[src/hdl/npc_pkg.sv]
package npc_pkg;

	localparam int ROM_ENTRIES = 64;
	localparam int PALETTE_SIZE_DEF = 64;
	localparam int CHAN_W = 8;
	localparam int SQ_W = 2 * CHAN_W;
	localparam int DIST_W = 18;
	localparam int IDX_W = 7;

	// worst case 3 * 255 * 255
	localparam logic [DIST_W-1:0] MAX_DIST = DIST_W'(195075);
	// seed for the first cell: above any real distance
	localparam logic [DIST_W-1:0] DIST_SEED = '1;

	typedef struct packed {
		logic              valid;
		logic [CHAN_W-1:0] red;
		logic [CHAN_W-1:0] green;
		logic [CHAN_W-1:0] blue;
		logic [IDX_W-1:0]  best_idx;
		logic [DIST_W-1:0] best_dist;
	} link_t;

	// {red, green, blue}, entry 0 is palette index 1
	localparam logic [3*CHAN_W-1:0] PALETTE_ROM [ROM_ENTRIES] = '{
		{8'd26,  8'd10,  8'd148}, {8'd15,  8'd117, 8'd255}, {8'd0,   8'd147, 8'd76 },
		{8'd186, 8'd189, 8'd254}, {8'd236, 8'd0,   8'd0  }, {8'd228, 8'd153, 8'd90 },
		{8'd204, 8'd72,  8'd171}, {8'd253, 8'd196, 8'd250}, {8'd221, 8'd132, 8'd205},
		{8'd107, 8'd211, 8'd138}, {8'd228, 8'd169, 8'd69 }, {8'd255, 8'd189, 8'd66 },
		{8'd255, 8'd230, 8'd0  }, {8'd108, 8'd217, 8'd0  }, {8'd193, 8'd169, 8'd65 },
		{8'd181, 8'd173, 8'd151}, {8'd186, 8'd156, 8'd95 }, {8'd250, 8'd245, 8'd158},
		{8'd128, 8'd128, 8'd128}, {8'd0,   8'd0,   8'd0  }, {8'd0,   8'd28,  8'd223},
		{8'd223, 8'd0,   8'd184}, {8'd98,  8'd98,  8'd98 }, {8'd105, 8'd38,  8'd13 },
		{8'd255, 8'd0,   8'd96 }, {8'd191, 8'd130, 8'd0  }, {8'd243, 8'd145, 8'd120},
		{8'd255, 8'd104, 8'd5  }, {8'd240, 8'd240, 8'd240}, {8'd200, 8'd50,  8'd205},
		{8'd176, 8'd191, 8'd155}, {8'd101, 8'd191, 8'd235}, {8'd255, 8'd186, 8'd4  },
		{8'd255, 8'd240, 8'd108}, {8'd254, 8'd202, 8'd21 }, {8'd243, 8'd129, 8'd1  },
		{8'd55,  8'd169, 8'd35 }, {8'd35,  8'd70,  8'd95 }, {8'd166, 8'd166, 8'd149},
		{8'd206, 8'd191, 8'd166}, {8'd150, 8'd170, 8'd2  }, {8'd255, 8'd227, 8'd198},
		{8'd255, 8'd153, 8'd215}, {8'd0,   8'd112, 8'd4  }, {8'd237, 8'd204, 8'd251},
		{8'd192, 8'd137, 8'd216}, {8'd231, 8'd217, 8'd180}, {8'd233, 8'd14,  8'd134},
		{8'd207, 8'd104, 8'd41 }, {8'd64,  8'd134, 8'd21 }, {8'd219, 8'd23,  8'd151},
		{8'd255, 8'd167, 8'd4  }, {8'd185, 8'd255, 8'd255}, {8'd34,  8'd137, 8'd39 },
		{8'd182, 8'd18,  8'd205}, {8'd0,   8'd170, 8'd0  }, {8'd254, 8'd169, 8'd220},
		{8'd254, 8'd213, 8'd16 }, {8'd0,   8'd151, 8'd223}, {8'd255, 8'd255, 8'd132},
		{8'd207, 8'd231, 8'd116}, {8'd255, 8'd200, 8'd100}, {8'd255, 8'd200, 8'd200},
		{8'd255, 8'd200, 8'd200}
	};

endpackage

[src/hdl/npc_cell.sv]
module npc_cell #(
	parameter int INDEX = 0
) (
	input  logic           clk,
	input  logic           arst_n,
	input  logic           en,
	input  npc_pkg::link_t link_in,
	output npc_pkg::link_t link_out
);
	import npc_pkg::*;

	localparam logic [3*CHAN_W-1:0] COLOR = PALETTE_ROM[INDEX];
	localparam logic [CHAN_W-1:0] C_RED   = COLOR[3*CHAN_W-1:2*CHAN_W];
	localparam logic [CHAN_W-1:0] C_GREEN = COLOR[2*CHAN_W-1:CHAN_W];
	localparam logic [CHAN_W-1:0] C_BLUE  = COLOR[CHAN_W-1:0];
	localparam logic [IDX_W-1:0] MY_IDX  = IDX_W'(INDEX + 1);

	logic [CHAN_W-1:0] d_red, d_green, d_blue;
	logic              valid_s1;
	logic [CHAN_W-1:0] red_s1, green_s1, blue_s1;
	logic [IDX_W-1:0]  best_idx_s1;
	logic [DIST_W-1:0] best_dist_s1;
	logic [SQ_W-1:0]   sq_red_s1, sq_green_s1, sq_blue_s1;
	logic [DIST_W-1:0] sum_dist;
	logic              valid_s2;
	logic [CHAN_W-1:0] red_s2, green_s2, blue_s2;
	logic [IDX_W-1:0]  best_idx_s2;
	logic [DIST_W-1:0] best_dist_s2;

	assign d_red   = (link_in.red   >= C_RED)   ? link_in.red   - C_RED   : C_RED   - link_in.red;
	assign d_green = (link_in.green >= C_GREEN) ? link_in.green - C_GREEN : C_GREEN - link_in.green;
	assign d_blue  = (link_in.blue  >= C_BLUE)  ? link_in.blue  - C_BLUE  : C_BLUE  - link_in.blue;

	// stage 1: channel squares
	always_ff @(posedge clk or negedge arst_n) begin
		if (!arst_n) begin
			valid_s1 <= 1'b0;
		end else if (en) begin
			valid_s1 <= link_in.valid;
		end
	end

	always_ff @(posedge clk) begin
		if (en) begin
			red_s1       <= link_in.red;
			green_s1     <= link_in.green;
			blue_s1      <= link_in.blue;
			best_idx_s1  <= link_in.best_idx;
			best_dist_s1 <= link_in.best_dist;
			sq_red_s1    <= SQ_W'(d_red) * SQ_W'(d_red);
			sq_green_s1  <= SQ_W'(d_green) * SQ_W'(d_green);
			sq_blue_s1   <= SQ_W'(d_blue) * SQ_W'(d_blue);
		end
	end

	// stage 2: sum and strict compare, earlier entry keeps ties
	assign sum_dist = DIST_W'(sq_red_s1) + DIST_W'(sq_green_s1) + DIST_W'(sq_blue_s1);

	always_ff @(posedge clk or negedge arst_n) begin
		if (!arst_n) begin
			valid_s2 <= 1'b0;
		end else if (en) begin
			valid_s2 <= valid_s1;
		end
	end

	always_ff @(posedge clk) begin
		if (en) begin
			red_s2   <= red_s1;
			green_s2 <= green_s1;
			blue_s2  <= blue_s1;
			if (sum_dist < best_dist_s1) begin
				best_idx_s2  <= MY_IDX;
				best_dist_s2 <= sum_dist;
			end else begin
				best_idx_s2  <= best_idx_s1;
				best_dist_s2 <= best_dist_s1;
			end
		end
	end

	assign link_out = '{
		valid:     valid_s2,
		red:       red_s2,
		green:     green_s2,
		blue:      blue_s2,
		best_idx:  best_idx_s2,
		best_dist: best_dist_s2
	};

endmodule

[config.mk]
export PLATFORM = sky130hd
export DESIGN_NAME = npc_cell
export DESIGN_NICKNAME = d
export VERILOG_FILES = /design/src/hdl/npc_pkg.sv /design/src/hdl/npc_cell.sv
export SDC_FILE = /design/constraint.sdc
export NUM_CORES = 1
export LEC_CHECK = 0
export BUFFER_PORTS_ARGS = -buffer_cell sky130_fd_sc_hd__buf_2
export CAP_MARGIN = 20
export CORE_MARGIN = 2
export CORE_UTILIZATION = 60
export DETAILED_ROUTE_END_ITERATION = 6
export GPL_ROUTABILITY_DRIVEN = 1
export HOLD_SLACK_MARGIN = 0.03
export MAX_ROUTING_LAYER = met4
export PLACE_DENSITY = 0.8
export SLEW_MARGIN = 5
export SYNTH_ARGS = -nofsm -noshare
export SYNTH_HDL_FRONTEND = slang
export SYNTH_SLANG_ARGS = --single-unit
export TNS_END_PERCENT = 1
[constraint.sdc]
create_clock -name clk -period 5.3 [get_ports clk]
set_clock_uncertainty 0.05 [all_clocks]
set_input_delay 0.265 -clock clk [delete_from_list [all_inputs] [get_ports clk]]
set_output_delay 0.265 -clock clk [all_outputs]
set_load 0.1 [all_outputs]
==> impl_metrics.ini, run 1 <==
[timing]
finalCritPeriodShare_pct = 96.3
rsz0062_at_grt = true
final-setup-viol-count = 0
max_slew_margin_pct = 40.9
layout_min_cycle_time_ns = 5.10
hold_viol = 0
drv_slew = 0
max_freq_ghz = 0.196
worst_slack_ns = 0.195
tightest_slew_ns = 0.887

[logic_synthesis]
synth_edf_count = 140
async_flop_share_pct = 1.41
netlist_instances = 1097
syn_area_per_cell_um2 = 10.8
yosysSeqAreaShare_pct = 35.8
synth-seq-cells = 142
syn-cell-area_um2 = 11900
synth_ff_type = edfxtp_1
synth.distinct_cells = 73
ys_warn_count = 0

[grt]
use_met3_pct = 3.62
grt_busiest_layer = met2
overflow = 0
grt_max_degree = 95
first_global_vias = 9154
antenna_found_initial = 0
grt.total_usage_pct = 27.7
grt_pass1_wl_um = 43700
met2_usage_pct = 47.4
met1_usage_pct = 33.4

[finish]
antenna_cells = 0
final-seq-area_um2 = 4250
area_growth_pct = 26.2
final.fill_count = 1148
final_common_cell = inv_1
multi_input_area_um2 = 7120
drive_above_1_share_pct = 27.1
final_cell_mix = 175 x inv_1, 157 x buf_4, 140 x edfxtp_1
nets = 1677

[critical_path]
worst-path-buf-inv = 7
cp-start-kind = primary input
cp_slowest_stage_delay_ns = 0.55
crit_path_cell_trace = buf_4, clkinv_4, ha_2, o31a_1, nor3b_4, buf_4, a31oi_1, xor2_1, buf_4, or2b_1, fa_1, inv_2, fa_1, fa_1, inv_1, fa_1, inv_1, ha_4, o21a_1, a211oi_2, nor2_1, o31ai_1, xnor2_1
cp_data_required_time_ns = 5.41
crit_path_end_kind = register
regToRegStartpoint = sq_red_s1[4]
critPathKind = primary input to register
crit_start = link_in[33]
worst_path_max_delay_cell = fa_1
crit_family = adder cells
critical_path_arrival_ns = 5.22
cp_max_fo = 4
cp_common_cell = fa_1

[routing]
drcViolationCount = 0
firstDrtPassIters = 7
wire_per_inst_um = 16.4
routed_wl_um = 27400
vias = 9206
ant_nets = 0
vias_per_cell = 5.50
drtIter0Drc = 802

[place]
post-place-ws_ns = -0.355
gp_congestion = 0.902
port_buffers = 102
dpl.hpwl_um = 19300

[outcome]
status = completed

[clock_network]
cts_root_buf = clkbuf_16
cts_max_path_buffers = 2
cts_buffers = 17
clkSinkCount = 142
cts_max_level = 4
tritoncts = built
clk_latency_ns = 0.43
clk_pin_slew_ns = 0.06

[floorplan]
num_rows = 51
dieArea_um2 = 20900
ioPinCount = 103
die_h_um = 145
core_area_um2 = 19500
start_util_pct = 61.0
die_w_um = 145

[worst_hold_path]
hold_path.startpoint = link_in[49]
hp-class = primary input to register

[flow_run]
drv_cap = 0
-- kinds of logic after synthesis --
logic type      share of synthesized area, %
compound gates                          11.3
xor+xnor                                4.64
fa+ha+maj                               29.8
buf+inv                                 6.43
flops                                   35.8
mux                                     2.29
other cells                           0.0632
simple gates                            9.69
-- worst paths after layout --
| check | end | slack [ns] | depth (start not counted) |
|---|---|---|---|
| worst max-delay path | sq_green_s1[15] | 0.20 | 23 |
| worst min-delay path | valid_s1 | 0.06 | 2 |
| worst max register to register | best_dist_s2[12] | 0.25 | 13 |
| worst min register to register | blue_s2[7] | 0.37 | 0 |
| max in group asynchronous | valid_s1 | 5.00 | 2 |
| min in group asynchronous | valid_s2 | 0.10 | 2 |
-- cell usage after synthesis, types with 3 or more instances --
| cell | number | area, um2 |
|---|---|---|
| edfxtp_1 | 140 | 4200 |
| a211oi_1 | 19 | 143 |
| buf_2 | 4 | 20.0 |
| inv_2 | 3 | 11.3 |
| a21o_1 | 14 | 105 |
| mux2_2 | 17 | 191 |
| xnor2_1 | 49 | 429 |
| xor2_1 | 12 | 105 |
| o31ai_1 | 4 | 30.0 |
| nor3_1 | 8 | 40.0 |
| and4_1 | 3 | 26.3 |
| nand2_1 | 37 | 139 |
| o22ai_1 | 3 | 18.8 |
| and2_1 | 14 | 87.6 |
| nor3b_1 | 3 | 22.5 |
| mux2i_1 | 8 | 80.1 |
| or3_1 | 8 | 50.1 |
| o21a_1 | 23 | 173 |
| nor2_1 | 114 | 428 |
| inv_1 | 179 | 672 |
| a21oi_1 | 47 | 235 |
| fa_1 | 91 | 1820 |
| clkbuf_1 | 8 | 30.0 |
| clkinv_1 | 4 | 15.0 |
| ha_1 | 137 | 1710 |
| a31oi_1 | 4 | 25.0 |
| o21ai_0 | 37 | 185 |
| nand2b_1 | 14 | 87.6 |
| or2_2 | 10 | 62.6 |
| o21bai_1 | 11 | 82.6 |
| o31a_1 | 4 | 35.0 |
| nand3_1 | 8 | 40.0 |
-- registers in the layout (all words and copies together), names as in the netlist --
name and cells:
blue_s2 8, sq_green_s1 14, best_dist_s2 18, red_s1 8, best_dist_s1 18, valid_s1 1, green_s1 8, valid_s2 1
red_s2 8, blue_s1 8, best_idx_s1 7, sq_red_s1 14, sq_blue_s1 14, green_s2 8, best_idx_s2 7
-- final cells by class --
| class | instances | share of cell area [%] |
|---|---|---|
| repair buffers | 289 | 13.4 |
| well taps | 265 | 2.21 |
| multi-input cells | 760 | 47.5 |
| flip-flops and latches | 142 | 28.4 |
| clock inverters | 14 | 0.851 |
| inverters | 186 | 4.71 |
| clock buffers | 18 | 2.93 |
-- per-layer routing --
layer  vias to the layer above  wire length [um]
met5                         -                 0
met4                         0               949
met3                        75              1570
met2                       349             13700
met1                      4441             11200
li1                       4341                 -
-- repair_timing --
item / CTS / global route
buffers inserted: 0 / 7
hold buffers: 31 / 0
resized for setup: 0 / 30
setup endpoints to repair: 0 / 16
endpoints found under the hold margin: 32 / 0
-- per-stage QoR --
stage	setup TNS, ns	instances	cell area [um2]	utilization (%)	hold slack [ns]
6_report	0	1674	15000	77.0	0.0559
5_1_grt	-0.209	1674	15000	77.0	0.0501
4_1_cts	0	1668	14800	76.1	0.0465
2_1_floorplan	-0.0496	1102	12000	-	-0.0806
3_3_place_gp	-1.77	1605	13900	71.6	0.000522
3_5_place_dp	-2.88	1605	13900	71.6	0.00151
Power of run 1 is not shown: default switching activity piles up to over one toggle a cycle in this logic, so the estimate is an artifact.
==> inputs of run 2 (changes only) <==
--- a/config.mk
+++ b/config.mk
@@ -8,12 +8,12 @@
 export BUFFER_PORTS_ARGS = -buffer_cell sky130_fd_sc_hd__buf_2
 export CAP_MARGIN = 20
 export CORE_MARGIN = 2
-export CORE_UTILIZATION = 60
+export CORE_UTILIZATION = 56
 export DETAILED_ROUTE_END_ITERATION = 6
 export GPL_ROUTABILITY_DRIVEN = 1
 export HOLD_SLACK_MARGIN = 0.03
 export MAX_ROUTING_LAYER = met4
-export PLACE_DENSITY = 0.8
+export PLACE_DENSITY = 0.79
 export SLEW_MARGIN = 5
 export SYNTH_ARGS = -nofsm -noshare
 export SYNTH_HDL_FRONTEND = slang
==> constraint.sdc (replaced) <==
create_clock -name clk -period 4.2 [get_ports clk]
set_clock_uncertainty 0.05 [all_clocks]
set_input_delay 0.21 -clock clk [delete_from_list [all_inputs] [get_ports clk]]
set_output_delay 0.21 -clock clk [all_outputs]
set_load 0.1 [all_outputs]
==> impl_metrics.ini, run 2 (same netlist as run 1, synthesis figures left out) <==
[outcome]
status = finished with violations
violations = negative setup slack

[routing]
routed_wl_um = 28700
ant_nets = 0
vias_per_cell = 5.35
drtIter0Drc = 582
firstDrtPassIters = 5
drcViolationCount = 0
wire_per_inst_um = 16.3
vias = 9398

[grt]
met1_usage_pct = 31.3
overflow = 0
use_met3_pct = 4.15
grt_busiest_layer = met2
grt_max_degree = 79
antenna_found_initial = 1
first_global_vias = 9685
grt.total_usage_pct = 26.8
grt_pass1_wl_um = 45700
met2_usage_pct = 47.4

[clock_network]
cts_max_path_buffers = 2
clk_latency_ns = 0.43
cts_buffers = 17
cts_root_buf = clkbuf_16
clk_pin_slew_ns = 0.06
tritoncts = built
cts_max_level = 4
clkSinkCount = 142

[place]
gp_congestion = 0.916
dpl.hpwl_um = 21100
place_area_um2 = 14600
port_buffers = 102
dp_cells = 1687

[finish]
drive_above_1_share_pct = 35.1
final_cell_mix = 227 x buf_4, 166 x inv_1, 140 x edfxtp_1
final_common_cell = buf_4
final_cell_area_um2 = 16000
area_growth_pct = 34.3
fin_cells = 1755
fin_util_pct = 76.4
nets = 1747
largest_registers = best_dist_s1 (18), best_dist_s2 (18)

[timing]
rsz0062_at_grt = true
max_slew_margin_pct = 50.3
finalCritPeriodShare_pct = 121
worst_slack_ns = -0.864
layout_min_cycle_time_ns = 5.06
drv_slew = 0
max_freq_ghz = 0.197
hold_viol = 0
tightest_slew_ns = 0.745
final-setup-viol-count = 48

[floorplan]
dieArea_um2 = 22400
ioPinCount = 103
core_area_um2 = 20900
die_h_um = 150
start_util_pct = 56.9
num_rows = 53
die_w_um = 150

[critical_path]
cp_data_required_time_ns = 4.32
cp_max_fo = 5
critical_path_arrival_ns = 5.19
cp_slowest_stage_delay_ns = 0.57
worst-path-buf-inv = 8
crit_family = adder cells
critPathKind = primary input to register
crit_path_end_kind = register
worst_path_max_delay_cell = fa_1
cp_common_cell = buf_4
cp-start-kind = primary input
reg2reg_setup_slack_ns = -0.18

[worst_hold_path]
hp-class = primary input to register

[flow_run]
drv_cap = 0
==> run 2: repair_timing <==
action	CTS	global route
hold buffers	29	0
pin swaps	13	30
hold endpoints to repair	30	0
gates resized for setup	27	69
setup endpoints to repair	54	57
buffers inserted	3	3
==> run 2: layout make-up <==
class	count	area [um2]
Sequential cell	142	4250
Timing Repair Buffer	359	2530
Multi-Input combinational cell	760	7480
Fill cell	1261	4930
Clock inverter	14	178
Tap cell	275	344
Antenna cell	1	2.50
Clock buffer	18	429
Inverter	186	732
==> run 2: final timing paths <==
kind                       cells past startpoint                to          start
max                                           25   sq_green_s1[13]    link_in[33]
min                                            2        blue_s1[6]    link_in[31]
min reg2reg                                    0         red_s2[7]      red_s1[7]
max reg2reg                                   12  best_dist_s2[10]  sq_red_s1[11]
min in group asynchronous                      2          valid_s2         arst_n
max in group asynchronous                      2          valid_s1         arst_n
==> run 2: routing by layer <==
layer  wire length (um)  up-vias
li1                   -     4489
met4                829        0
met3               1290       59
met1              11500     4572
met2              15000      278
met5                  0        -
==> run 2: per-stage QoR <==
step	setup TNS, ns	hold WS [ns]	setup slack [ns]
floorplan	-19.33	-0.136	-0.897
global placement	-28.90	-0.0561	-1.22
detailed placement	-33.51	-0.0485	-1.40
CTS	-14.79	0.0303	-0.828
global route	-24.00	0.0493	-1.08
finish	-16.40	0.0446	-0.864
Power of run 2 is left out for the same reason.
==> inputs of run 3 (changes only) <==
--- a/config.mk
+++ b/config.mk
@@ -5,15 +5,15 @@
 export SDC_FILE = /design/constraint.sdc
 export NUM_CORES = 1
 export LEC_CHECK = 0
-export BUFFER_PORTS_ARGS = -buffer_cell sky130_fd_sc_hd__buf_2
 export CAP_MARGIN = 20
 export CORE_MARGIN = 2
-export CORE_UTILIZATION = 56
+export CORE_UTILIZATION = 59
 export DETAILED_ROUTE_END_ITERATION = 6
+export DONT_BUFFER_PORTS = 1
 export GPL_ROUTABILITY_DRIVEN = 1
 export HOLD_SLACK_MARGIN = 0.03
 export MAX_ROUTING_LAYER = met4
-export PLACE_DENSITY = 0.79
+export PLACE_DENSITY = 0.78
 export SLEW_MARGIN = 5
 export SYNTH_ARGS = -nofsm -noshare
 export SYNTH_HDL_FRONTEND = slang
==> impl_metrics.ini, run 3 (same netlist as run 1, synthesis figures left out) <==
[timing]
finalCritPeriodShare_pct = 119
max_slew_margin_pct = 36.0
tightest_slew_ns = 0.963
drv_slew = 0
max_freq_ghz = 0.201
hold_viol = 0
rsz0062_at_grt = true
final-setup-viol-count = 52
worst_slack_ns = -0.779
hold_ws_ns = 0.185
layout_min_cycle_time_ns = 4.98

[grt]
grt_pass1_wl_um = 51300
grt.total_usage_pct = 31.5
antenna_found_initial = 0
overflow = 0
grt_max_degree = 143
first_global_vias = 9983

[clock_network]
tritoncts = built
cts_buffers = 17
clkSinkCount = 142
cts_root_buf = clkbuf_16
cts_max_level = 4
cts_max_path_buffers = 2
clk_latency_ns = 0.44
clk_pin_slew_ns = 0.07

[routing]
firstDrtPassIters = 7
wl_met3_um = 2790
wire_per_inst_um = 20.9
vias_per_cell = 5.97
wl_met2_um = 16800
vias = 9822
routed_wl_um = 34300
ant_nets = 0
met1_length_um = 12500
routed.top_layer = met4
drcViolationCount = 0
drtIter0Drc = 999

[critical_path]
cp_max_fo = 5
cp_common_cell = fa_1
cp_data_required_time_ns = 4.33
regToRegStartpoint = sq_green_s1[7]
reg2reg_setup_slack_ns = -0.48
r2r_cells = 15
cp-start-kind = primary input
worst-path-buf-inv = 7
crit_path_cell_trace = clkinv_16, ha_4, o31a_1, nor3b_4, buf_6, a31oi_1, xor2_1, buf_4, inv_2, or2_4, inv_2, fa_1, fa_1, ha_1, inv_1, fa_1, inv_1, ha_4, a211oi_4, o21ai_2, a211oi_2, nor2_2, o31ai_2, xnor2_1
cp_slowest_stage_delay_ns = 0.53
critical_path_arrival_ns = 5.11
critPathKind = primary input to register
r2r_end = best_dist_s2[15]
worst_path_max_delay_cell = fa_1
crit_path_end_kind = register
crit_family = adder cells

[floorplan]
die_w_um = 146
start_util_pct = 60.6
num_rows = 51
die_h_um = 146
dieArea_um2 = 21300
ioPinCount = 103
core_area_um2 = 19600

[worst_hold_path]
holdPathStages = 3
hold_end = sq_green_s1[2]
hold_path.startpoint = link_in[33]
hp-class = primary input to register

[finish]
antenna_cells = 0
area_growth_pct = 31.4
final_cell_area_um2 = 15600
final_common_cell = buf_4
multi_input_area_um2 = 7560
nets = 1647
fin_util_pct = 79.7
final-seq-area_um2 = 4250
final_cell_mix = 201 x buf_4, 169 x inv_1, 140 x edfxtp_1
final.fill_count = 991
largest_registers = best_dist_s1 (18), best_dist_s2 (18)
drive_above_1_share_pct = 29.3

[place]
place_area_um2 = 13800
post-place-ws_ns = -1.16
gp_congestion = 0.890
dpl.hpwl_um = 19200
port_buffers = 0

[outcome]
status = finished with violations
violations = negative setup slack

[flow_run]
drv_cap = 0
## run 3: cell types whose count changed in the layout (fill, tap and decap cells not counted), sizes merged
cell / before / now
dlygate4sd3: 29 / 52
bufinv: 2 / 3
clkbuf: 18 / 19
inv: 189 / 187
diode: 1 / 0
buf: 330 / 207
## run 3: area by class of cell
type / instances / share of cell area [%]
clock inverter: 13 / 1.15
multi-input combinational: 760 / 48.4
clock buffer: 19 / 2.77
sequential: 142 / 27.3
tap: 265 / 2.12
inverter: 186 / 4.67
timing repair buffer: 259 / 13.6
## run 3: worst max path at each step
stage                 from         endpoint  slack, ns  depth (start not counted)
5_1_grt        link_in[33]  sq_green_s1[15]      -0.95                         23
6_report       link_in[33]  sq_green_s1[15]      -0.78                         24
2_1_floorplan  link_in[33]  sq_green_s1[15]      -0.90                         21
3_5_place_dp   link_in[28]   sq_blue_s1[15]      -1.16                         22
4_1_cts        link_in[33]  sq_green_s1[15]      -0.51                         22
3_3_place_gp   link_in[28]   sq_blue_s1[14]      -0.96                         22
## run 3: worst register-to-register path: cells and delay by family (launching register included)
kind	cells	cell delay, ns
flip-flops	1	0.40
AO/OA/AOI/OAI	8	1.93
buffers and inverters	2	0.31
XOR/XNOR	1	0.21
multiplexers	1	0.37
adder cells (fa/ha/maj)	3	1.14
## run 3: stage by stage
step / setup TNS, ns / std cells
3_5_place_dp: -28.23 / 1539
5_1_grt: -28.00 / 1644
3_3_place_gp: -23.52 / 1539
6_report: -20.64 / 1644
2_1_floorplan: -19.33 / 1102
4_1_cts: -11.13 / 1642
## run 3: timing repair
item	CTS	global route
buffers inserted	18	2
hold endpoints to repair	194	0
pin swaps	50	19
hold buffers	53	0
gates cloned	0	0
endpoints found under the setup margin	51	55
gates resized for setup	72	45
## run 3: layer usage
layer  global-route usage, %  up-vias
met5                       -        -
met4                    14.7        0
met3                    5.11      196
met2                    53.5      607
met1                    36.7     4741
li1                        -     4278
Power of run 3 is left out for the same reason.
